File: src/rtl/tsu_pkg.sv
`default_nettype none
// ----------------------------------------------------------------------------
// tsu_pkg
// Shared types and constants for the trigger-sync unit.
// ----------------------------------------------------------------------------
package tsu_pkg;

	localparam int KIND_W   = 3;
	localparam int TIME_W   = 32;
	localparam int REASON_W = 8;
	localparam int INDEX_W  = 3;
	localparam int MASK_W   = 8;
	localparam int RKIND_W  = 2;

	// Number of subscriber slots; slots at or above this are ignored.
	localparam int NUM_SIGNALS = 8;

	// Result queue: one request can produce two results.
	localparam int QUEUE_DEPTH = 4;
	localparam int QPTR_W      = 2;
	localparam int QCNT_W      = 3;

	typedef enum logic [KIND_W-1:0] {
		KIND_START       = 3'd0,
		KIND_SET_TIMEOUT = 3'd1,
		KIND_TRIGGER     = 3'd2,
		KIND_TICK        = 3'd3,
		KIND_ADD_SIGNAL  = 3'd4,
		KIND_CLEAR       = 3'd5
	} kind_t;

	typedef enum logic [RKIND_W-1:0] {
		RES_DISPATCH = 2'd0,
		RES_REPORT   = 2'd1,
		RES_ERROR    = 2'd2
	} result_kind_t;

	typedef struct packed {
		result_kind_t        kind;
		logic [MASK_W-1:0]   mask;
		logic                armed_flag;
		logic [REASON_W-1:0] reason;
		logic [TIME_W-1:0]   clock;
		logic                last;
	} result_t;

	// A deadline counts as reached when the wrapped distance from it is
	// less than half the counter range.
	function automatic logic reached(input logic [TIME_W-1:0] now,
	                                 input logic [TIME_W-1:0] deadline);
		logic [TIME_W-1:0] diff;
		diff = now - deadline;
		return ~diff[TIME_W-1];
	endfunction

endpackage
`default_nettype wire

File: src/rtl/trigger_sync_unit.sv
`default_nettype none
// ----------------------------------------------------------------------------
// trigger_sync_unit
// One trigger-sync instance: arming, expire timeout, subscriber dispatch and
// periodic state reports driven by time ticks.
// ----------------------------------------------------------------------------
//  Channel   Handshake               Payload
//  request   req_valid / req_stall   kind, time_value, period, reason_in,
//                                    signal_index
//  result    rsp_valid / rsp_stall   result_kind, signal_mask, can_trigger_out,
//                                    reason_out, clock_out, last
//
//  A request is registered in the request stage and processed there once the queue
//  has room; its results enter a four-entry result queue. The first result passes
//  through the request stage and the result queue before it reaches the outputs.
//  One request is taken per cycle while the queue has room for two results.
//  A request that yields two results writes both into the queue; they drain one at a time.
//  A stall on the result side fills the queue, then holds the request stage.
//  The asynchronous reset clears all unit state and empties both stages.
// ----------------------------------------------------------------------------
module trigger_sync_unit (
	input  wire                                clk,
	input  wire                                arst_n,
	input  wire                                req_valid,
	output logic                               req_stall,
	input  wire  [tsu_pkg::KIND_W-1:0]         kind,
	input  wire  [tsu_pkg::TIME_W-1:0]         time_value,
	input  wire  [tsu_pkg::TIME_W-1:0]         period,
	input  wire  [tsu_pkg::REASON_W-1:0]       reason_in,
	input  wire  [tsu_pkg::INDEX_W-1:0]        signal_index,
	output logic                               rsp_valid,
	input  wire                                rsp_stall,
	output logic [tsu_pkg::RKIND_W-1:0]        result_kind,
	output logic [tsu_pkg::MASK_W-1:0]         signal_mask,
	output logic                               can_trigger_out,
	output logic [tsu_pkg::REASON_W-1:0]       reason_out,
	output logic [tsu_pkg::TIME_W-1:0]         clock_out,
	output logic                               last
);

	// Request stage
	logic                             valid_s1;
	logic [tsu_pkg::KIND_W-1:0]       kind_s1;
	logic [tsu_pkg::TIME_W-1:0]       time_s1;
	logic [tsu_pkg::TIME_W-1:0]       period_s1;
	logic [tsu_pkg::REASON_W-1:0]     reason_s1;
	logic [tsu_pkg::INDEX_W-1:0]      index_s1;

	// Unit state
	logic                             armed_q;
	logic                             pending_q;
	logic [tsu_pkg::REASON_W-1:0]     latched_q;
	logic [tsu_pkg::REASON_W-1:0]     exp_reason_q;
	logic [tsu_pkg::TIME_W-1:0]       interval_q;
	logic [tsu_pkg::TIME_W-1:0]       rep_dl_q;
	logic                             rep_on_q;
	logic [tsu_pkg::TIME_W-1:0]       exp_dl_q;
	logic                             exp_on_q;
	logic [tsu_pkg::MASK_W-1:0]       subs_q;

	logic                             armed_d;
	logic                             pending_d;
	logic [tsu_pkg::REASON_W-1:0]     latched_d;
	logic [tsu_pkg::REASON_W-1:0]     exp_reason_d;
	logic [tsu_pkg::TIME_W-1:0]       interval_d;
	logic [tsu_pkg::TIME_W-1:0]       rep_dl_d;
	logic                             rep_on_d;
	logic [tsu_pkg::TIME_W-1:0]       exp_dl_d;
	logic                             exp_on_d;
	logic [tsu_pkg::MASK_W-1:0]       subs_d;

	// Result queue
	tsu_pkg::result_t                 queue_q [tsu_pkg::QUEUE_DEPTH];
	logic [tsu_pkg::QPTR_W-1:0]       wr_ptr_q;
	logic [tsu_pkg::QPTR_W-1:0]       rd_ptr_q;
	logic [tsu_pkg::QCNT_W-1:0]       count_q;

	logic                             room;
	logic                             accept;
	logic                             step_en;
	logic                             pop;
	logic                             has_disp;
	logic                             has_other;
	tsu_pkg::result_t                 disp_res;
	tsu_pkg::result_t                 other_res;
	tsu_pkg::result_t                 slot0;
	tsu_pkg::result_t                 slot1;
	logic [1:0]                       push_n;
	tsu_pkg::result_t                 head;

	assign room      = count_q <= tsu_pkg::QCNT_W'(tsu_pkg::QUEUE_DEPTH - 2);
	assign req_stall = valid_s1 & ~room;
	assign accept    = req_valid & ~req_stall;
	assign step_en   = valid_s1 & room;
	assign pop       = rsp_valid & ~rsp_stall;

	always_ff @(posedge clk or negedge arst_n) begin
		if (!arst_n) begin
			valid_s1 <= 1'b0;
		end else if (accept) begin
			valid_s1 <= 1'b1;
		end else if (step_en) begin
			valid_s1 <= 1'b0;
		end
	end

	always_ff @(posedge clk) begin
		if (accept) begin
			kind_s1   <= kind;
			time_s1   <= time_value;
			period_s1 <= period;
			reason_s1 <= reason_in;
			index_s1  <= signal_index;
		end
	end

	always_comb begin
		logic                         exp_fire;
		logic                         rep_fire;
		logic [tsu_pkg::MASK_W-1:0]   bit_sel;

		armed_d      = armed_q;
		pending_d    = pending_q;
		latched_d    = latched_q;
		exp_reason_d = exp_reason_q;
		interval_d   = interval_q;
		rep_dl_d     = rep_dl_q;
		rep_on_d     = rep_on_q;
		exp_dl_d     = exp_dl_q;
		exp_on_d     = exp_on_q;
		subs_d       = subs_q;
		has_disp     = 1'b0;
		has_other    = 1'b0;
		exp_fire     = exp_on_q & tsu_pkg::reached(time_s1, exp_dl_q);
		rep_fire     = rep_on_q & tsu_pkg::reached(time_s1, rep_dl_q);
		bit_sel      = tsu_pkg::MASK_W'(1) << index_s1;

		disp_res = '{kind: tsu_pkg::RES_DISPATCH, mask: subs_q, armed_flag: 1'b0,
		             reason: reason_s1, clock: '0, last: 1'b0};
		other_res = '{kind: tsu_pkg::RES_REPORT, mask: '0, armed_flag: 1'b0,
		              reason: '0, clock: '0, last: 1'b1};

		unique case (kind_s1)
			tsu_pkg::KIND_START: begin
				armed_d      = 1'b1;
				pending_d    = 1'b0;
				latched_d    = '0;
				exp_reason_d = reason_s1;
				interval_d   = period_s1;
				rep_dl_d     = time_s1;
				rep_on_d     = period_s1 != '0;
				exp_on_d     = 1'b0;
				subs_d       = '0;
			end
			tsu_pkg::KIND_SET_TIMEOUT: begin
				if (armed_q) begin
					exp_dl_d = time_s1;
					exp_on_d = 1'b1;
				end
			end
			tsu_pkg::KIND_TRIGGER: begin
				if (armed_q) begin
					latched_d = reason_s1;
					subs_d    = '0;
					has_disp  = subs_q != '0;
				end
				armed_d          = 1'b0;
				pending_d        = 1'b0;
				rep_on_d         = 1'b0;
				exp_on_d         = 1'b0;
				has_other        = 1'b1;
				other_res.reason = armed_q ? reason_s1 : latched_q;
			end
			tsu_pkg::KIND_TICK: begin
				if (exp_fire) begin
					exp_on_d = 1'b0;
					if (armed_q) begin
						latched_d       = exp_reason_q;
						armed_d         = 1'b0;
						subs_d          = '0;
						has_disp        = subs_q != '0;
						disp_res.reason = exp_reason_q;
					end
				end
				if (rep_fire) begin
					rep_dl_d = rep_dl_q + interval_q;
				end
				// Expiry of an armed unit also produces a report in this tick.
				has_other = pending_q | rep_fire | (exp_fire & armed_q);
				pending_d = 1'b0;
				other_res.armed_flag = armed_d;
				other_res.reason     = latched_d;
				other_res.clock      = time_s1;
			end
			tsu_pkg::KIND_ADD_SIGNAL: begin
				if (int'(index_s1) < tsu_pkg::NUM_SIGNALS) begin
					if ((subs_q & bit_sel) != '0) begin
						has_other      = 1'b1;
						other_res.kind = tsu_pkg::RES_ERROR;
						other_res.mask = bit_sel;
					end else begin
						subs_d = subs_q | bit_sel;
					end
				end
			end
			tsu_pkg::KIND_CLEAR: begin
				armed_d      = 1'b0;
				pending_d    = 1'b0;
				latched_d    = '0;
				exp_reason_d = '0;
				rep_on_d     = 1'b0;
				exp_on_d     = 1'b0;
				subs_d       = '0;
			end
			default: begin
			end
		endcase

		if (has_disp) begin
			slot0 = disp_res;
			slot0.last = ~has_other;
		end else begin
			slot0 = other_res;
		end
		slot1  = other_res;
		push_n = 2'(has_disp) + 2'(has_other);
	end

	always_ff @(posedge clk or negedge arst_n) begin
		if (!arst_n) begin
			armed_q      <= 1'b0;
			pending_q    <= 1'b0;
			latched_q    <= '0;
			exp_reason_q <= '0;
			interval_q   <= '0;
			rep_dl_q     <= '0;
			rep_on_q     <= 1'b0;
			exp_dl_q     <= '0;
			exp_on_q     <= 1'b0;
			subs_q       <= '0;
		end else if (step_en) begin
			armed_q      <= armed_d;
			pending_q    <= pending_d;
			latched_q    <= latched_d;
			exp_reason_q <= exp_reason_d;
			interval_q   <= interval_d;
			rep_dl_q     <= rep_dl_d;
			rep_on_q     <= rep_on_d;
			exp_dl_q     <= exp_dl_d;
			exp_on_q     <= exp_on_d;
			subs_q       <= subs_d;
		end
	end

	always_ff @(posedge clk) begin
		if (step_en && push_n != 2'd0) begin
			queue_q[wr_ptr_q] <= slot0;
			if (push_n == 2'd2) begin
				queue_q[wr_ptr_q + tsu_pkg::QPTR_W'(1)] <= slot1;
			end
		end
	end

	always_ff @(posedge clk or negedge arst_n) begin
		if (!arst_n) begin
			wr_ptr_q <= '0;
			rd_ptr_q <= '0;
			count_q  <= '0;
		end else begin
			if (step_en) begin
				wr_ptr_q <= wr_ptr_q + tsu_pkg::QPTR_W'(push_n);
			end
			if (pop) begin
				rd_ptr_q <= rd_ptr_q + tsu_pkg::QPTR_W'(1);
			end
			count_q <= count_q + (step_en ? tsu_pkg::QCNT_W'(push_n) : '0)
			           - tsu_pkg::QCNT_W'(pop);
		end
	end

	assign head            = queue_q[rd_ptr_q];
	assign rsp_valid       = count_q != '0;
	assign result_kind     = head.kind;
	assign signal_mask     = head.mask;
	assign can_trigger_out = head.armed_flag;
	assign reason_out      = head.reason;
	assign clock_out       = head.clock;
	assign last            = head.last;

endmodule
`default_nettype wire

File: config.mk
export PLATFORM = sky130hd
export DESIGN_NAME = trigger_sync_unit
export DESIGN_NICKNAME = d
export VERILOG_FILES = /design/src/rtl/tsu_pkg.sv /design/src/rtl/trigger_sync_unit.sv
export SDC_FILE = /design/constraint.sdc
export NUM_CORES = 1
export LEC_CHECK = 0
export ABC_AREA = 0
export BUFFER_PORTS_ARGS = -buffer_cell sky130_fd_sc_hd__buf_2
export CAP_MARGIN = 20
export CORE_ASPECT_RATIO = 0.5
export CORE_MARGIN = 2
export CORE_UTILIZATION = 25
export CTS_CLUSTER_DIAMETER = 50
export DETAILED_ROUTE_END_ITERATION = 10
export HOLD_SLACK_MARGIN = 0.1
export PLACE_DENSITY = 0.47
export SLEW_MARGIN = 15
export SYNTH_ARGS = -nofsm -noshare
export SYNTH_HDL_FRONTEND = slang
export SYNTH_SLANG_ARGS = --single-unit
export TNS_END_PERCENT = 20
File: constraint.sdc
create_clock -name clk -period 5.75 [get_ports clk]
set_clock_uncertainty 0.05 [all_clocks]
set_input_delay 0.2875 -clock clk [delete_from_list [all_inputs] [get_ports clk]]
set_output_delay 0.2875 -clock clk [all_outputs]
set_load 0.01 [all_outputs]
==> flow_summary.toml, run 1 <==
[floorplanning]
initial_core_util_pct = 25.2
ioPinCount = 136
core_sq_mm = 0.0835
row_count = 75
design.die.area_sq_mm = 0.0866
die_h_microns = 209
die_w_microns = 414

[timing]
tightestPinTransition_ps = 1130
hold_viol = 0
rsz0062_at_grt = "false"
whs_ps = 318
timing.setup.tns_ps = 0
setup_viol = 0
min_period_ps = 4930
period_share_pct = 85.8
max_freq_ghz = 0.203
drv_slew = 0
relSlewSlack_pct = 23.9

[synthesis]
synth-seq-cells = 417
synth_edf_count = 282
synthDistinctLibCells = 78
synth_top_cell_area_share_pct = 40.3
synth_nets = 1949
yosysMostFrequentCell = "edfxtp_1"
avgSynthCellArea_sq_um = 11.9
ys.flop_type = "edfxtp_1"
ys_seq_area_share_pct = 56.2
synth_area_leaders = "edfxtp_1, dfrtp_1, ha_1"
synth_top_area_cell = "edfxtp_1"
syn_inst = 1767
netlist_top_cells_count = "edfxtp_1, nand2_1, dfrtp_1"
ys_warn_count = 0
syn-cell-area_sq_mm = 0.0210
async_reset_ff_share_pct = 31.4

[placed_design]
place_hpwl_microns = 39200
gp_congestion = 0.771
port_buffers = 135

[power_and_ir_drop]
peakVddDrop_mv = 0.221
leakagePower_nw = 9.25
power_density_mw_per_mm2 = 491

[global_routing]
grt_max_degree = 86
grt_usage_pct = 13.5
grt_pass1_vias = 14900
antenna_found_initial = 3
grt_pass1_wl_microns = 91100
grt_overflow = 0

[cts]
cts_buffer_depth = 3
cts_inserted_buffers = 50
cts.sinks = 417
path_clk_slew_ps = 60
cts_root_buffer = "clkbuf_16"
insertion_delay_ps = 590
htreeDepth = 2
cts_tree = "built"

[drt]
firstDrtPassIters = 5
num_vias = 14400
via_per_inst = 4.61
drt_iter0_markers = 943
wl_per_cell_microns = 18.7
drc = 0
totalWireLength_microns = 58500
ant_nets = 0

[critical_path]
end_kind = "register"
crit_chain = "ha_1, and4_1, and3_1, a2111oi_2, nor3_1, a2111oi_2, o21ai_0, o21ai_0, and2_1, inv_1, ha_1, nand2_1, o21a_1, nor2_4, nand2_1, clkinv_1, a22o_1"
required_ps = 6040
cp.arrival_ps = 5220
path_class = "register to register"
worst-path-max-fanout = 17
crit_family = "compound AO/OA/AOI/OAI gates"
critical-path-slowest-cell = "a2111oi_2"
reg2reg_slack_ps = 820
slowest_delay_ps = 650
startpoint_type = "register"
critPathBufInv = 2

[layout]
final_nets = 2154
drive_gt1_share_pct = 18.8
syn_to_final_growth_pct = 20.9

[run]
max_cap_viol_count = 0

[worst_hold_path]
min_path_type = "primary input to asynchronous set/reset pin"

[run_status]
status = "completed"
## state kept, by name, summed over array words and instances (netlist names), 3 cells and up
register / cells
exp_dl_q: 32
queue_q: 208
subs_q: 8
reason_s1: 8
count_q: 3
kind_s1: 3
time_s1: 32
index_s1: 3
period_s1: 32
interval_q: 32
exp_reason_q: 8
rep_dl_q: 32
latched_q: 8
## report_power, final
group          total [W]  leakage [nW]  switching, W  internal (W)
clock            0.00319         0.782       0.00129       0.00190
combinational    0.00463          4.42       0.00265       0.00198
sequential       0.00466          4.05      0.000721       0.00394
total             0.0125          9.25       0.00465       0.00783
## cells by family (layout without fill, tap and decap cells)
| kind of cell | count (synthesis) | in the layout | share of synthesized area [%] |
|---|---|---|---|
| other | 0 | 1 | 0 |
| adders and majority gates | 100 | 100 | 6.02 |
| AOI/OAI and AO/OA | 291 | 291 | 9.61 |
| and+or+nand+nor | 642 | 642 | 14.5 |
| muxes | 112 | 112 | 8.77 |
| buffers and inverters | 177 | 423 | 3.70 |
| xor gates and xnor gates | 28 | 28 | 1.17 |
| DFF | 417 | 417 | 56.2 |
## layout make-up
class | count | area (sq um)
Tap cell | 1116 | 1400
Clock buffer | 72 | 1420
Multi-Input combinational cell | 1173 | 8480
Timing Repair Buffer | 249 | 1750
Clock inverter | 21 | 236
Inverter | 81 | 304
Fill cell | 8521 | 58100
Antenna cell | 1 | 2.50
Sequential cell | 417 | 11800
## worst reg2reg max path, delay by kind of cell, from the launching register on
kind	cells	cell delay, ps
buffers and inverters	2	340
flip-flops	1	500
AND/OR/NAND/NOR	7	1130
AO/OA/AOI/OAI	6	2060
adder cells (fa/ha/maj)	2	600
## worst paths after layout
path	startpoint	end	cells past startpoint
max reg2reg	time_s1[10]	queue_q[2][49]	17
max	time_s1[10]	queue_q[2][49]	17
max in group asynchronous	arst_n	rd_ptr_q[0]	3
min in group clk	time_value[3]	time_s1[3]	2
min reg2reg	queue_q[3][0]	queue_q[3][0]	1
min	arst_n	interval_q[0]	2
## per-layer routing
layer / global-route usage (%) / share of wire (%)
met1: 18.5 / 48
met2: 22.5 / 47
met3: 1.97 / 3.4
met4: 3.45 / 2.0
met5: 0 / 0.056
## cells in the final DEF (no fill, tap or decap), types with 8 or more instances in the layout
cell / count
mux2_2: 37
a31oi_1: 18
nor2b_1: 40
mux2i_1: 21
o21ai_0: 69
o221a_2: 8
buf_4: 31
inv_1: 79
nand4_1: 14
nand2b_1: 12
o211ai_1: 10
nand3_1: 63
nor2_1: 123
xnor2_1: 15
nand2_1: 239
o21bai_1: 11
mux4_2: 54
nor4_1: 11
nor3_1: 80
dlygate4sd3_1: 81
a21oi_1: 56
clkbuf_1: 17
clkbuf_16: 53
edfxtp_1: 282
dfrtp_1: 129
a22o_1: 32
o22ai_1: 8
a22oi_1: 8
buf_2: 135
a21o_1: 19
ha_1: 98
xor2_1: 13
## metrics by stage
stage | area [sq um] | std cells | setup slack (ps) | utilization (%) | total power, W
floorplan | 21000 | 1767 | 390 | - | 0.00789
global placement | 22900 | 2954 | 836 | 27.5 | 0.00933
detailed placement | 23000 | 2955 | 808 | 27.5 | 0.00938
CTS | 25400 | 3129 | 808 | 30.4 | 0.0127
global route | 25400 | 3129 | 528 | 30.4 | 0.0134
finish | 25400 | 3130 | 815 | 30.4 | 0.0125
## what timing repair did
action / in CTS / in global routing
hold buffers: 81 / 0
setup buffers: 0 / 0
hold endpoints to repair: 165 / 0
resized for setup: 0 / 0
Note: power is estimated with default switching activity, not from simulation.
==> run 2, diff against run 1 <==
PLACE_DENSITY = default   (was 0.47)
==> flow_summary.toml, run 2 (same netlist as run 1, synthesis figures left out) <==
[run_status]
status = "completed"

[floorplanning]
ioPinCount = 136
initial_core_util_pct = 25.2
die_w_microns = 414
die_h_microns = 209
core_sq_mm = 0.0835
row_count = 75
design.die.area_sq_mm = 0.0866

[layout]
drive_gt1_share_pct = 19.0
multi_input_area_sq_mm = 0.00848
syn_to_final_growth_pct = 20.9
largest_reg_flops = 208
layout_common_cells = "edfxtp_1, nand2_1, buf_2"
seq_area_sq_mm = 0.0118
largest_register = "queue_q"
finalNonFillerCells = 3128
final_nets = 2151
final_common_cell = "edfxtp_1"
n_fill_cell = 8448

[power_and_ir_drop]
power_density_mw_per_mm2 = 487
leakagePower_nw = 9.26
peakVddDrop_mv = 0.291

[run]
max_cap_viol_count = 0

[placed_design]
gp_congestion = 0.827
place_inst = 2952
place_hpwl_microns = 35900
dp_slack_ps = 809
port_buffers = 135

[cts]
cts.sinks = 417
cts_tree = "built"
path_clk_slew_ps = 60
cts_buffer_depth = 3
post_cts_buffers = 0
cts_resized = 0
cts_root_buffer = "clkbuf_16"
htreeDepth = 2
insertion_delay_ps = 600
cts_inserted_buffers = 50
ctsHoldBuffers = 81

[global_routing]
grt_overflow = 0
grt_pass1_wl_microns = 84100
grt_usage_pct = 12.2
grt_max_degree = 72
antenna_found_initial = 5
grt_pass1_vias = 14600

[timing]
whs_ps = 233
setup_viol = 0
rsz0062_at_grt = "false"
fin_ws_ps = 829
tightestPinTransition_ps = 976
period_share_pct = 85.6
max_freq_ghz = 0.203
min_period_ps = 4920
hold_viol = 0
drv_slew = 0
relSlewSlack_pct = 34.8
timing.setup.tns_ps = 0

[worst_hold_path]
min_path_type = "primary input to asynchronous set/reset pin"

[drt]
num_vias = 14700
wl_per_cell_microns = 17.3
drt_iter0_markers = 962
firstDrtPassIters = 5
via_per_inst = 4.70
ant_nets = 0
drc = 0
totalWireLength_microns = 54000

[critical_path]
end_kind = "register"
path_class = "register to register"
worst-path-max-fanout = 33
cp.arrival_ps = 5160
startpoint_type = "register"
required_ps = 5990
reg2reg_depth = 16
[run 2: changes by cell type in the layout (fill, tap and decap cells not counted), moves of 2 or more]
| cell | previous run | this run |
|---|---|---|
| inv_6 | 2 | 7 |
| clkinvlp_4 | 6 | 4 |
| clkbuf_16 | 53 | 51 |
| buf_4 | 31 | 27 |
| clkinv_1 | 5 | 7 |
| clkbuf_1 | 17 | 8 |
| clkinv_2 | 2 | 7 |
[run 2: final timing paths]
check	to	slack (ps)	from
setup / recovery	queue_q[1][11]	830	time_s1[8]
hold reg to reg	interval_q[16]	410	period_s1[16]
hold / removal	exp_dl_q[1]	230	arst_n
max in group asynchronous	interval_q[31]	4170	arst_n
setup reg to reg	queue_q[1][11]	830	time_s1[8]
min in group clk	index_s1[2]	350	signal_index[2]
[run 2: area by class of cell]
| type | count | area share [%] |
|---|---|---|
| Sequential cell | 417 | 46.6 |
| Clock buffer | 62 | 5.30 |
| Clock inverter | 31 | 1.21 |
| Inverter | 81 | 1.20 |
| Timing Repair Buffer | 246 | 6.85 |
| Tap cell | 1116 | 5.50 |
| Multi-Input combinational cell | 1173 | 33.4 |
| Antenna cell | 2 | 0.0197 |
[run 2: power breakdown]
part | total [W] | internal [W] | switching, W
logic | 0.00454 | 0.00197 | 0.00257
registers | 0.00469 | 0.00395 | 0.000749
clock network | 0.00316 | 0.00186 | 0.00129
total | 0.0124 | 0.00778 | 0.00461
[run 2: layer usage]
metal	share of wire [%]	global-route usage (%)
met5	0.081	0
met4	3.8	5.17
met1	43	15.3
met2	49	21.2
met3	4.7	1.74
[run 2: critical path: stages (launching register included)]
cell and delay, ps:
edfxtp_1 510, ha_1 360, a21o_1 180, a2111oi_2 350
o211ai_1 190, a31oi_2 230, mux2i_1 500, a21boi_2 90
buf_4 210, o21ai_0 190, and2_1 210, inv_1 80
ha_1 230, nor2_1 620, nor2_4 350, nand2_1 190
nor3_1 70
[run 2: through the flow]
step	util (%)	area, sq um	power (W)
floorplan	-	21000	0.00789
global placement	27.5	22900	0.00916
detailed placement	27.5	22900	0.00926
CTS	30.4	25400	0.0125
global route	30.4	25400	0.0132
finish	30.4	25400	0.0124
==> run 3, diff against run 2 <==
==> constraint.sdc (replaced) <==
create_clock -name clk -period 5.75 [get_ports clk]
set_clock_uncertainty 0.05 [all_clocks]
set_input_delay 0 -clock clk [delete_from_list [all_inputs] [get_ports clk]]
set_output_delay 0 -clock clk [all_outputs]
set_load 0.01 [all_outputs]
==> flow_summary.toml, run 3 (same netlist as run 1, synthesis figures left out) <==
[critical_path]
crit_family = "simple AND/OR/NAND/NOR gates"
slowest_delay_ps = 620
worst-path-max-fanout = 33
reg2reg_slack_ps = 870
required_ps = 5990
end_kind = "register"
critical-path-slowest-cell = "nor2_1"
reg2reg_depth = 16
critPathBufInv = 2
crit_chain = "ha_1, a21o_1, a2111oi_2, o211ai_1, a31oi_2, mux2i_1, a21boi_2, buf_4, o21ai_0, and2_1, inv_1, ha_1, nor2_1, nor2_4, nand2_1, nor3_1"
r2r-end = "queue_q[3][10]"
r2r_start = "time_s1[8]"
startpoint_type = "register"
cp.arrival_ps = 5120
cpMostUsedCell = "ha_1"
path_class = "register to register"

[floorplanning]
row_count = 75
die_w_microns = 414
core_sq_mm = 0.0835
ioPinCount = 136
design.die.area_sq_mm = 0.0866
die_h_microns = 209
initial_core_util_pct = 25.2

[global_routing]
grt_usage_pct = 12.6
grt_pass1_wl_microns = 86300
grt_overflow = 0
grt_pass1_vias = 15100
antenna_found_initial = 6
grt_max_degree = 80

[drt]
firstDrtPassIters = 6
wl_per_cell_microns = 17.3
totalWireLength_microns = 55000
ant_nets = 0
drc = 0
num_vias = 14900
via_per_inst = 4.67
drt_iter0_markers = 1006

[layout]
layout_common_cells = "edfxtp_1, nand2_1, buf_2"
n_fill_cell = 8419
syn_to_final_growth_pct = 23.0
drive_gt1_share_pct = 18.2
stdcell_area_sq_mm = 0.0259
final_nets = 2202
largest_register = "queue_q"
final_common_cell = "edfxtp_1"
largest_reg_flops = 208

[cts]
cts_root_buffer = "clkbuf_16"
cts_tree = "built"
cts_buffer_depth = 3
post_cts_buffers = 0
cts_inserted_buffers = 48
insertion_delay_ps = 580
cts.sinks = 417
path_clk_slew_ps = 60
htreeDepth = 2

[run]
max_cap_viol_count = 0

[timing]
rsz0062_at_grt = "false"
max_freq_ghz = 0.205
timing.setup.tns_ps = 0
hold_viol = 0
setup_viol = 0
whs_ps = 113
tightestPinTransition_ps = 1020
period_share_pct = 84.9
min_period_ps = 4880
relSlewSlack_pct = 31.6
drv_slew = 0

[power_and_ir_drop]
leakagePower_nw = 9.45
peakVddDrop_mv = 0.289
power_density_mw_per_mm2 = 474

[placed_design]
port_buffers = 135
dpl-instance-area_sq_mm = 0.0229
place_hpwl_microns = 36000
gp_congestion = 0.826

[worst_hold_path]
min_to = "period_s1[16]"
min_path_type = "primary input to register"
whs_path_depth = 2
min_from = "period[16]"

[run_status]
status = "completed"
[run 3: cell types whose count changed in the layout (fill, tap and decap cells not counted), moves of 2 or more]
| cell | change |
|---|---|
| bufinv_16 | -2 |
| clkbuf_1 | +5 |
| clkbuf_8 | +2 |
| clkinvlp_4 | -2 |
| dlygate4sd3_1 | +52 |
| inv_6 | -4 |
[run 3: worst max path at each step]
stage	from	end	slack, ps	cells after the start
floorplan	time_s1[8]	queue_q[1][33]	390	16
global placement	time_s1[8]	queue_q[1][12]	930	16
detailed placement	time_s1[8]	queue_q[1][35]	810	16
CTS	time_s1[8]	queue_q[1][17]	810	16
global route	time_s1[8]	queue_q[1][3]	480	16
finish	time_s1[8]	queue_q[3][10]	870	16
[run 3: repair_timing]
item	4_1_cts	5_1_grt
gates resized for setup	0	0
hold buffers	133	1
hold endpoints to repair	173	1
[run 3: through the flow]
stage	setup slack, ps	utilization [%]	power [W]	std cells
2_1_floorplan	390	-	0.00789	1767
3_3_place_gp	935	27.5	0.00917	2951
3_5_place_dp	809	27.5	0.00927	2952
4_1_cts	806	30.9	0.0124	3175
5_1_grt	483	31.0	0.0131	3177
6_report	868	31.0	0.0123	3179
[run 3: area by class of cell]
cell class | instances | area [sq um] | area share, %
well taps | 1116 | 1400 | 5.40
inverters | 81 | 304 | 1.18
repair buffers | 299 | 2290 | 8.85
clock buffers | 68 | 1370 | 5.29
flip-flops and latches | 417 | 11800 | 45.8
multi-input cells | 1173 | 8480 | 32.8
diodes | 3 | 7.51 | 0.0290
clock inverters | 22 | 184 | 0.711
[run 3: metal layers]
metal,track usage [%],routed length (microns)
met4,6.24,2430
met3,1.60,2540
met2,21.3,26600
met1,15.9,23400
met5,0,44
[run 3: worst register-to-register path, stage by stage, from the launching register on]
cell       delay (ps)
edfxtp_1          510
ha_1              360
a21o_1            180
a2111oi_2         350
o211ai_1          200
a31oi_2           230
mux2i_1           480
a21boi_2           90
buf_4             210
o21ai_0           170
and2_1            210
inv_1              80
ha_1              230
nor2_1            620
nor2_4            340
nand2_1           230
nor3_1             70
[run 3: report_power, final]
part | total, W | internal [W] | switching (W) | leakage [nW]
clock network | 0.00298 | 0.00175 | 0.00123 | 0.757
logic | 0.00459 | 0.00200 | 0.00260 | 4.64
registers | 0.00469 | 0.00395 | 0.000749 | 4.05
total | 0.0123 | 0.00770 | 0.00457 | 9.45
